--- src/rtl/bcq_pkg.sv ---
// Shared types, widths and constants for the battery cutoff qualifier.
// No dependencies; compiled first.
package bcq_pkg;

    localparam int SAMPLE_W  = 10;
    localparam int UPPER_W   = 11;
    localparam int PERSIST_W = 16;
    localparam int PCT_W     = 7;
    localparam int PROD_W    = 17;   // 1023 * 100 fits in 17 bits
    localparam int APB_AW    = 3;
    localparam int APB_DW    = 32;

    localparam logic [PERSIST_W-1:0] PERSIST_RESET = 16'd300;
    localparam logic [PCT_W-1:0]     PCT_RESET     = 7'd2;
    localparam logic [PCT_W-1:0]     PCT_MAX       = 7'd100;

    // x / 100 = (x / 4) / 25; y / 25 = (y * ceil(2^19 / 25)) >> 19, exact for y < 43690
    localparam int                   DIV25_SHIFT = 19;
    localparam logic [14:0]          DIV25_RECIP = 15'd20972;

    typedef enum logic {
        REG_PERSIST = 1'b0,
        REG_PCT     = 1'b1
    } t_reg_idx;

    typedef struct packed {
        logic relay_on;
        logic cut_event;
        logic restore_event;
    } t_persist_res;

    function automatic logic [SAMPLE_W-1:0] div100(input logic [PROD_W-1:0] x);
        logic [14:0] quarter;
        logic [29:0] prod;
        quarter = x[PROD_W-1:2];
        prod    = quarter * DIV25_RECIP;
        return prod[DIV25_SHIFT+SAMPLE_W-1:DIV25_SHIFT];
    endfunction

endpackage

--- src/rtl/bcq_if.sv ---
// Valid/ready channel interfaces for measurement items and result items.
// Depends on bcq_pkg for field widths.
interface bcq_in_if import bcq_pkg::*; ();
    logic                valid;
    logic                ready;
    logic [SAMPLE_W-1:0] reference_sample;
    logic [SAMPLE_W-1:0] battery_sample;

    modport source (output valid, reference_sample, battery_sample, input ready);
    modport sink   (input valid, reference_sample, battery_sample, output ready);
endinterface

interface bcq_out_if import bcq_pkg::*; ();
    logic               valid;
    logic               ready;
    logic               relay_on;
    logic [UPPER_W-1:0] upper_threshold;
    logic               cut_event;
    logic               restore_event;

    modport source (output valid, relay_on, upper_threshold, cut_event, restore_event,
                    input ready);
    modport sink   (input valid, relay_on, upper_threshold, cut_event, restore_event,
                    output ready);
endinterface

--- src/rtl/bcq_persist.sv ---
// Persistence counters and relay state: low/high countdown, reload, switch.
// Depends on bcq_pkg.
module bcq_persist import bcq_pkg::*; (
    input  logic                 i_clk,
    input  logic                 i_rst_n,
    input  logic                 i_step,
    input  logic                 i_low_band,
    input  logic                 i_high_band,
    input  logic [PERSIST_W-1:0] i_persist_count,
    output t_persist_res         o_res
);

    logic [PERSIST_W-1:0] r_low_cnt, r_high_cnt;
    logic [PERSIST_W-1:0] n_low_cnt, n_high_cnt;
    logic                 r_relay, n_relay;
    logic                 low_expire, high_expire;

    always_comb begin
        low_expire  = 1'b0;
        high_expire = 1'b0;
        n_low_cnt   = i_persist_count;
        n_high_cnt  = i_persist_count;
        // a count of 0 or 1 expires on this step
        if (i_low_band) begin
            if (r_low_cnt <= PERSIST_W'(1)) begin
                low_expire = 1'b1;
            end else begin
                n_low_cnt = r_low_cnt - PERSIST_W'(1);
            end
        end
        if (i_high_band) begin
            if (r_high_cnt <= PERSIST_W'(1)) begin
                high_expire = 1'b1;
            end else begin
                n_high_cnt = r_high_cnt - PERSIST_W'(1);
            end
        end
        n_relay = r_relay;
        if (low_expire) begin
            n_relay = 1'b0;
        end
        if (high_expire) begin
            n_relay = 1'b1;
        end
    end

    always_comb begin
        o_res.relay_on      = n_relay;
        o_res.cut_event     = r_relay & ~n_relay;
        o_res.restore_event = ~r_relay & n_relay;
    end

    always_ff @(posedge i_clk) begin
        if (!i_rst_n) begin
            r_low_cnt  <= PERSIST_RESET;
            r_high_cnt <= PERSIST_RESET;
            r_relay    <= 1'b1;
        end else if (i_step) begin
            r_low_cnt  <= n_low_cnt;
            r_high_cnt <= n_high_cnt;
            r_relay    <= n_relay;
        end
    end

endmodule

--- src/rtl/battery_cutoff_hysteresis_qualifier_top.sv ---
// Battery cutoff qualifier: three-register pipeline (input, product, result).
// Each accepted item passes through the input, product and result registers in turn
// before its result is offered. Throughput: one item per cycle; each stage advances
// when it is empty or the next one advances.
// Reset (synchronous, active low): pipeline empty, persist_count 300, percent 2,
// both counters 300, relay on. Depends on bcq_pkg, bcq_if, bcq_persist.
module battery_cutoff_hysteresis_qualifier_top import bcq_pkg::*; (
    input  logic              i_clk,
    input  logic              i_rst_n,
    bcq_in_if.sink            i_meas,
    bcq_out_if.source         o_result,
    input  logic              psel,
    input  logic              penable,
    input  logic              pwrite,
    input  logic [APB_AW-1:0] paddr,
    input  logic [APB_DW-1:0] pwdata,
    output logic [APB_DW-1:0] prdata,
    output logic              pready
);

    // configuration registers
    logic [PERSIST_W-1:0] r_persist;
    logic [PCT_W-1:0]     r_pct;
    t_reg_idx             reg_idx;

    assign pready  = 1'b1;
    assign reg_idx = t_reg_idx'(paddr[2]);

    always_ff @(posedge i_clk) begin
        if (!i_rst_n) begin
            r_persist <= PERSIST_RESET;
            r_pct     <= PCT_RESET;
        end else if (psel && penable && pwrite) begin
            case (reg_idx)
                REG_PERSIST: r_persist <= pwdata[PERSIST_W-1:0];
                REG_PCT:     r_pct     <= pwdata[PCT_W-1:0];
                default: ;
            endcase
        end
    end

    always_comb begin
        case (reg_idx)
            REG_PERSIST: prdata = {{(APB_DW-PERSIST_W){1'b0}}, r_persist};
            REG_PCT:     prdata = {{(APB_DW-PCT_W){1'b0}}, r_pct};
            default:     prdata = '0;
        endcase
    end

    // pipeline control
    logic r_v1, r_v2, r_ov;
    logic s1_en, s2_en, out_en;

    assign out_en       = !r_ov || o_result.ready;
    assign s2_en        = !r_v2 || out_en;
    assign s1_en        = !r_v1 || s2_en;
    assign i_meas.ready = s1_en;

    // stage 1: captured measurement
    logic [SAMPLE_W-1:0] r_ref1, r_bat1;

    always_ff @(posedge i_clk) begin
        if (!i_rst_n) begin
            r_v1 <= 1'b0;
        end else if (s1_en) begin
            r_v1 <= i_meas.valid;
        end
    end

    always_ff @(posedge i_clk) begin
        if (s1_en) begin
            r_ref1 <= i_meas.reference_sample;
            r_bat1 <= i_meas.battery_sample;
        end
    end

    // stage 2: reference times saturated percent
    logic [PCT_W-1:0]    pct_sat;
    logic [SAMPLE_W-1:0] r_ref2, r_bat2;
    logic [PROD_W-1:0]   r_prod2, n_prod2;

    assign pct_sat = (r_pct > PCT_MAX) ? PCT_MAX : r_pct;
    assign n_prod2 = PROD_W'(r_ref1) * PROD_W'(pct_sat);

    always_ff @(posedge i_clk) begin
        if (!i_rst_n) begin
            r_v2 <= 1'b0;
        end else if (s2_en) begin
            r_v2 <= r_v1;
        end
    end

    always_ff @(posedge i_clk) begin
        if (s2_en) begin
            r_ref2  <= r_ref1;
            r_bat2  <= r_bat1;
            r_prod2 <= n_prod2;
        end
    end

    // stage 3: threshold, band compare, counter update
    logic [UPPER_W-1:0] upper;
    logic               low_band, high_band, step;
    t_persist_res       pres;

    assign upper     = UPPER_W'(r_ref2) + UPPER_W'(div100(r_prod2));
    assign low_band  = (r_bat2 <= r_ref2);
    assign high_band = (UPPER_W'(r_bat2) > upper);
    assign step      = r_v2 && out_en;

    bcq_persist u_persist (
        .i_clk           (i_clk),
        .i_rst_n         (i_rst_n),
        .i_step          (step),
        .i_low_band      (low_band),
        .i_high_band     (high_band),
        .i_persist_count (r_persist),
        .o_res           (pres)
    );

    // result register
    logic               r_relay_o, r_cut_o, r_restore_o;
    logic [UPPER_W-1:0] r_upper_o;

    always_ff @(posedge i_clk) begin
        if (!i_rst_n) begin
            r_ov <= 1'b0;
        end else if (out_en) begin
            r_ov <= r_v2;
        end
    end

    always_ff @(posedge i_clk) begin
        if (step) begin
            r_relay_o   <= pres.relay_on;
            r_cut_o     <= pres.cut_event;
            r_restore_o <= pres.restore_event;
            r_upper_o   <= upper;
        end
    end

    assign o_result.valid           = r_ov;
    assign o_result.relay_on        = r_relay_o;
    assign o_result.upper_threshold = r_upper_o;
    assign o_result.cut_event       = r_cut_o;
    assign o_result.restore_event   = r_restore_o;

endmodule
--- src/flat_wrapper.sv ---
// flat-port wrapper written by rule: the top's interface ports become plain ports
module battery_cutoff_hysteresis_qualifier_top_flat import bcq_pkg::*;
  (i_clk, i_rst_n, psel, penable, pwrite, paddr, pwdata, prdata, pready, i_meas_valid, i_meas_reference_sample, i_meas_battery_sample, i_meas_ready, o_result_valid, o_result_relay_on, o_result_upper_threshold, o_result_cut_event, o_result_restore_event, o_result_ready);
  bcq_in_if i_meas_i ();
  bcq_out_if o_result_i ();
  input  logic i_clk;
  input  logic i_rst_n;
  input  logic psel;
  input  logic penable;
  input  logic pwrite;
  input  logic [APB_AW-1:0] paddr;
  input  logic [APB_DW-1:0] pwdata;
  output logic [APB_DW-1:0] prdata;
  output logic pready;
  input wire logic [$bits(i_meas_i.valid)-1:0] i_meas_valid;
  input wire logic [$bits(i_meas_i.reference_sample)-1:0] i_meas_reference_sample;
  input wire logic [$bits(i_meas_i.battery_sample)-1:0] i_meas_battery_sample;
  output wire logic [$bits(i_meas_i.ready)-1:0] i_meas_ready;
  output wire logic [$bits(o_result_i.valid)-1:0] o_result_valid;
  output wire logic [$bits(o_result_i.relay_on)-1:0] o_result_relay_on;
  output wire logic [$bits(o_result_i.upper_threshold)-1:0] o_result_upper_threshold;
  output wire logic [$bits(o_result_i.cut_event)-1:0] o_result_cut_event;
  output wire logic [$bits(o_result_i.restore_event)-1:0] o_result_restore_event;
  input wire logic [$bits(o_result_i.ready)-1:0] o_result_ready;
  assign i_meas_i.valid = i_meas_valid;
  assign i_meas_i.reference_sample = i_meas_reference_sample;
  assign i_meas_i.battery_sample = i_meas_battery_sample;
  assign i_meas_ready = i_meas_i.ready;
  assign o_result_valid = o_result_i.valid;
  assign o_result_relay_on = o_result_i.relay_on;
  assign o_result_upper_threshold = o_result_i.upper_threshold;
  assign o_result_cut_event = o_result_i.cut_event;
  assign o_result_restore_event = o_result_i.restore_event;
  assign o_result_i.ready = o_result_ready;
  battery_cutoff_hysteresis_qualifier_top u_core (.i_clk(i_clk), .i_rst_n(i_rst_n), .i_meas(i_meas_i), .o_result(o_result_i), .psel(psel), .penable(penable), .pwrite(pwrite), .paddr(paddr), .pwdata(pwdata), .prdata(prdata), .pready(pready));
endmodule
--- config.mk ---
export PLATFORM = sky130hd
export DESIGN_NAME = battery_cutoff_hysteresis_qualifier_top_flat
export DESIGN_NICKNAME = d
export VERILOG_FILES = /design/src/rtl/bcq_pkg.sv /design/src/rtl/bcq_if.sv /design/src/rtl/bcq_persist.sv /design/src/rtl/battery_cutoff_hysteresis_qualifier_top.sv /design/src/flat_wrapper.sv
export SDC_FILE = /design/constraint.sdc
export NUM_CORES = 1
export LEC_CHECK = 0
export BUFFER_PORTS_ARGS = -buffer_cell sky130_fd_sc_hd__buf_2
export CAP_MARGIN = 15
export CORE_MARGIN = 2
export CORE_UTILIZATION = 30
export DETAILED_ROUTE_END_ITERATION = 12
export SYNTH_ARGS = -nofsm -noshare
export SYNTH_HDL_FRONTEND = slang
export SYNTH_SLANG_ARGS = --single-unit
export TNS_END_PERCENT = 1
--- constraint.sdc ---
create_clock -name i_clk -period 9.4 [get_ports i_clk]
set_input_delay 0.94 -clock i_clk [delete_from_list [all_inputs] [get_ports i_clk]]
set_output_delay 0.94 -clock i_clk [all_outputs]
set_load 0.05 [all_outputs]
==> impl_metrics.yaml, run 1 <==
run_status:
  status: "finished, final reports clean"
synth:
  avgSynthCellArea_um2: 9.599
  synth_common_cells: "218 x inv_1, 167 x ha_1, 127 x nand2_1, 108 x fa_1, 69 x edfxtp_1"
  synth_seq_cells: 128
  async_flop_share_pct: 0
  ys_warn_count: 0
  syn_area_um2: 11810
  synth_cell_types: 62
  syn_inst: 1230
  ys_top_cells_by_area: "fa_1 18%, ha_1 18%, edfxtp_1 18%, dfxtp_1 10%, inv_1 6.9%"
  synth_most_common_cell: "inv_1"
  synth_top_cell_by_area: "fa_1"
  synth_top_area_share_pct: 18.31
  seq_area_frac_synth_pct: 27.55
  synth_edf_count: 69
  synth_flop_cell: "edfxtp_1"
die:
  ios: 111
  coreArea_um2: 38740
  die-area_um2: 40960
  die_width_um: 202.4
  die_y_um: 202.4
  rows: 72
  initial_core_util_pct: 30.48
setup_path:
  cp-end-kind: "flop"
  cp.arrival_ns: 9.08
  cp_slowest_cell: "edfxtp_1"
  path_buf_inv: 5
  startpoint_type: "flop"
  critPathTopFamily: "adder cells"
  worst-setup-path-type: "flop to flop"
  slowest_delay_ns: 0.61
  required_ns: 9.75
  crit_fanout: 11
  cp_common_cell: "a21oi_1"
pwr:
  ir_worst_vdd_mv: 0.2317
  internal_power_mw: 2.202
  leakagePower_nw: 6.398
  cellPowerDensity_nw_per_um2: 310.7
  p_clk_share_pct: 16.3
  power_frac_comb_pct: 65.7
  power.share.switching_pct: 46.59
  p_sw_mw: 1.921
  p_seq_share_pct: 18.1
layout:
  nNetsFinal: 1636
  antenna_cells: 0
  drive_above_1_share_pct: 9.985
  syn2layout_area_growth_pct: 12.43
  postLayoutCellArea_um2: 13270
  fillers: 4019
sta:
  fmax_mhz: 114.5
  layout_min_cycle_time_ns: 8.737
  final_max_slew_viol_count: 0
  max-slew-margin-rel_pct: 30.51
  finClkSkew_ns: 0.01224
  setup_tns_ns: 0
  timing.final.crit_share_pct: 92.95
  hold_violations: 0
  setup_viol: 0
  rsz0062_at_grt: "no"
  tightest_slew_ns: 1.039
global_route:
  grt_max_degree: 57
  grt_pass1_wl_um: 43670
  grt-ovfl-total: 0
  track_usage_pct: 13.22
  grt_pass1_vias: 8701
  grt_antenna_before_repair: 0
clock_network:
  cts-root-buf: "clkbuf_16"
  clock-sinks: 128
  cts_hold_buf: 0
  clk_pin_slew_ns: 0.06
  cts_inserted_buffers: 17
  clock_latency_ns: 0.43
  cts_setup_buffers: 0
  cts_tree: "done"
  ctsResizeCount: 0
  cts_max_level: 4
  cts_max_path_buffers: 2
drt:
  wirelength_um: 26210
  drc: 0
  final_antenna_net_count: 0
  vias: 8596
  drt-pass1-iter-count: 6
  wl_per_cell_um: 14.32
  drt-initial-drc-count: 402
  vias_per_cell: 4.697
min_path:
  min_path_type: "flop to flop"
flow_run:
  cap_violations: 0
placement:
  post_dp_cell_area_um2: 12680
  place.port_buffers: 75
  gp_congestion: 0.8388
  hpwl_um: 20830
through the flow:
stage / cells / hold WS (ns) / util [%] / total power [mW] / setup slack [ns]
finish: 1830 / 0.4157 / 34.27 / 4.124 / 0.6627
global route: 1830 / 0.4273 / 34.27 / 4.619 / 0.1128
CTS: 1829 / 0.4186 / 34.23 / 4.168 / 0.6531
detailed placement: 1797 / 0.4071 / 32.72 / 3.475 / 0.6913
global placement: 1797 / 0.4038 / 32.72 / 3.384 / 0.8478
floorplan: 1245 / 0.4003 / - / 2.842 / 2.047
layout make-up:
type / count / area, um2 / area share (%)
inverter: 221 / 829.5 / 6.249
timing repair buffer: 82 / 435.4 / 3.280
sequential: 128 / 3253 / 24.51
clock buffer: 22 / 444.2 / 3.346
multi-input combinational: 849 / 7525 / 56.69
clock inverter: 10 / 138.9 / 1.046
tap: 518 / 648.1 / 4.883
state kept, by name, indices dropped and copies added, names as in the netlist, 7 cells and up:
register and cells:
u_core.r_bat2 10, u_core.r_pct 7, u_core.r_persist 16, u_core.u_persist.r_high_cnt 16
u_core.r_ref1 10, u_core.r_ref2 10, u_core.r_bat1 10, u_core.o_result.upper_threshold 11
u_core.u_persist.r_low_cnt 16, u_core.r_prod2 15
metal layers:
metal | global-route usage (%) | wire length (um)
met5 | 0 | 0
met4 | 3.311 | 299
met3 | 1.935 | 1006
met2 | 21.69 | 12240
met1 | 18.27 | 12660
final timing paths:
check | startpoint | endpoint | slack, ns | depth (start not counted)
setup / recovery | u_core.r_prod2[14] | u_core.u_persist.r_high_cnt[12] | 0.66 | 35
hold / removal | u_core.r_bat1[9] | u_core.r_bat2[9] | 0.42 | 0
setup reg to reg | u_core.r_prod2[14] | u_core.u_persist.r_high_cnt[12] | 0.66 | 35
hold reg to reg | u_core.r_bat1[9] | u_core.r_bat2[9] | 0.42 | 0
cell usage in the layout, fill, tap and decap left out, types with 4 or more instances in the layout:
master and count:
inv_1 218, ha_1 167, nand2_1 127, fa_1 108, buf_2 75, edfxtp_1 69
a21oi_1 66, dfxtp_1 59, nor2_1 41, o21ai_1 32, o21ai_0 26, nand3_1 25
xnor2_1 25, nor3_1 21, and2_1 21, conb_1 17, clkbuf_16 17, nor2b_1 14
a211oi_1 14, a21o_1 13, mux2i_1 13, and3_1 11, nand4_1 10, mux2_2 9
xor2_1 8, o21a_1 7, o21bai_1 6, nor4_1 6, a31oi_1 6, buf_4 6
nand2b_1 5, a32oi_1 5, clkbuf_1 5, nor3b_1 4, a32o_1 4
worst reg2reg max path, delay by kind of cell (launching register included):
family / cells / cell delay [ns]
adders and majority gates: 8 / 3.27
xor gates and xnor gates: 1 / 0.14
AOI/OAI and AO/OA: 15 / 2.96
DFF: 1 / 0.61
buffers and inverters: 5 / 0.55
and+or+nand+nor: 6 / 1.15
power by group through the flow:
| stage | sequential (mW) | clock, mW | combinational (mW) |
|---|---|---|---|
| floorplan | 0.794 | 0 | 2.05 |
| global placement | 0.757 | 0 | 2.63 |
| detailed placement | 0.758 | 0 | 2.72 |
| CTS | 0.746 | 0.677 | 2.74 |
| global route | 0.755 | 0.701 | 3.16 |
| finish | 0.745 | 0.670 | 2.71 |
cells by family after synthesis:
family	after synthesis	synth area share, %
fa+ha+maj	275	36.01
flops	128	27.55
xor+xnor	33	2.448
simple gates	304	12.53
compound gates	198	10.22
buf+inv	268	9.220
other cells	2	0.06361
mux	22	1.961
Note: power is estimated with default switching activity, not from simulation.
==> run 2: changes to the inputs <==
ABC_AREA = 1   (was default)
clock period = 8.5 ns   (was 9.4 ns; I/O delays follow)
==> impl_metrics.yaml, run 2 <==
run_status:
  status: "finished, final reports clean"
synth:
  ys_warn_count: 0
  seq_area_frac_synth_pct: 25.40
  async_flop_share_pct: 0
  synth_flop_cell: "edfxtp_1"
  synth_common_cells: "319 x nand2_1, 290 x inv_1, 167 x ha_1, 114 x nor2_1, 108 x fa_1"
  synth_seq_cells: 128
  synth_top_area_share_pct: 16.88
  synth_cell_types: 48
  synth_most_common_cell: "nand2_1"
  ys_top_cells_by_area: "fa_1 17%, ha_1 16%, edfxtp_1 16%, nand2_1 9.3%, dfxtp_1 9.2%"
  avgSynthCellArea_um2: 8.338
  synth_edf_count: 69
  syn_area_um2: 12810
  synth_top_cell_by_area: "fa_1"
  syn_inst: 1536
global_route:
  track_usage_pct: 14.08
  grt_pass1_vias: 10110
  grt_pass1_wl_um: 50000
  grt-ovfl-total: 0
  grt_max_degree: 43
  grt_antenna_before_repair: 0
sta:
  hold_violations: 0
  max-slew-margin-rel_pct: 39.20
  layout_min_cycle_time_ns: 7.627
  final_max_slew_viol_count: 0
  setup_tns_ns: 0
  timing.final.crit_share_pct: 89.73
  tightest_slew_ns: 0.9097
  setup_viol: 0
  finClkSkew_ns: 0.006526
  fmax_mhz: 131.1
  timing.final.ws_setup_ns: 0.8734
  rsz0062_at_grt: "no"
placement:
  gp_congestion: 0.9257
  hpwl_um: 24090
  place_ws_ns: 0.6452
  place.port_buffers: 75
setup_path:
  startpoint_type: "flop"
  cp-end-kind: "flop"
  critPathTopFamily: "adder cells"
  required_ns: 8.68
  path_buf_inv: 5
  cp_slowest_cell: "fa_1"
  crit_fanout: 15
  worst-setup-path-type: "flop to flop"
  cp.arrival_ns: 7.81
  slowest_delay_ns: 0.55
layout:
  layout_common_cells: "318 x nand2_1, 290 x inv_1, 167 x ha_1, 114 x nor2_1, 108 x fa_1"
  final_common_cell: "nand2_1"
  antenna_cells: 0
  top_regs: "u_core.r_persist (16), u_core.u_persist.r_high_cnt (16), u_core.u_persist.r_low_cnt (16)"
  syn2layout_area_growth_pct: 11.53
  nNetsFinal: 1947
  drive_above_1_share_pct: 9.673
min_path:
  min_path_type: "flop to flop"
drt:
  vias_per_cell: 4.593
  vias: 9931
  wl_per_cell_um: 13.74
  drt-initial-drc-count: 579
  wirelength_um: 29710
  final_antenna_net_count: 0
  drc: 0
  drt-pass1-iter-count: 5
die:
  die_y_um: 210.6
  ios: 111
  die_width_um: 210.6
  rows: 75
  die-area_um2: 44360
  coreArea_um2: 42040
  initial_core_util_pct: 30.46
clock_network:
  cts-root-buf: "clkbuf_16"
  clock_latency_ns: 0.43
  cts_max_path_buffers: 2
  clk_pin_slew_ns: 0.06
  cts_tree: "done"
  clock-sinks: 128
  cts_inserted_buffers: 17
  cts_max_level: 4
  cts_hold_buf: 0
flow_run:
  cap_violations: 0
[run 2: cell count changes in the layout (fill, tap and decap cells not counted), sizes merged, moves of 13 or more]
cell and delta:
nor2b -14, nand3 +22, and2 -21, mux2i -13, inv +74, xor2 +30
o21ai +16, a21oi +35, nor2 +82, nand2 +196
[run 2: per-layer routing]
metal  up-vias  GRT usage (%)  wire length [um]
li1       5002              -                 -
met1      4754          18.19             13890
met2       144          24.45             14440
met3        31          2.052               861
met4         0          4.055               514
met5         -              0                 0
[run 2: path summary, 6_finish.rpt]
path / start / to / slack, ns / cells past startpoint
worst min register to register: u_core.r_bat1[1] / u_core.r_bat2[1] / 0.42 / 0
worst max-delay path: u_core.r_prod2[14] / u_core.o_result.cut_event / 0.87 / 33
worst max register to register: u_core.r_prod2[14] / u_core.o_result.cut_event / 0.87 / 33
worst min-delay path: u_core.r_bat1[1] / u_core.r_bat2[1] / 0.42 / 0
[run 2: final cells by class]
| cell class | instances | area [um2] |
|---|---|---|
| inverters | 294 | 1104 |
| well taps | 539 | 674.4 |
| multi-input cells | 1085 | 8217 |
| clock buffers | 22 | 495.5 |
| clock inverters | 10 | 97.59 |
| repair buffers | 84 | 442.9 |
| fillers | 4371 | 27760 |
| flip-flops and latches | 128 | 3253 |
[run 2: metrics by stage]
stage               cell area [um2]  hold WS, ns  utilization [%]  std cells
global route                  14280       0.4325            33.98       2162
CTS                           14250       0.4202            33.90       2158
finish                        14280       0.4189            33.98       2162
detailed placement            13660       0.4063            32.49       2126
floorplan                     12860       0.4003                -       1551
global placement              13660       0.4065            32.49       2126
[run 2: cells by family (layout without fill, tap and decap cells)]
family / after synthesis / count (layout) / share of synthesized area (%)
AND/OR/NAND/NOR: 527 / 527 / 17.14
buffers and inverters: 338 / 410 / 10.90
adder cells (fa/ha/maj): 275 / 275 / 33.20
AO/OA/AOI/OAI: 213 / 213 / 9.682
flip-flops: 128 / 128 / 25.40
XOR/XNOR: 53 / 53 / 3.625
other: 2 / 17 / 0.05864
[run 2: repair_timing]
item | CTS | global route
resized for setup | 0 | 1
setup buffers | 0 | 4
setup endpoints to repair | 0 | 4
[run 2: worst reg2reg max path, delay by kind of cell, from the launching register on]
family / cells / cell delay (ns)
DFF: 1 / 0.53
xor gates and xnor gates: 2 / 0.54
and+or+nand+nor: 12 / 1.53
adders and majority gates: 8 / 3.30
AOI/OAI and AO/OA: 6 / 1.01
buffers and inverters: 5 / 0.44
Power of run 2 is not shown: default switching activity piles up to over one toggle a cycle in this logic, so the estimate is an artifact.
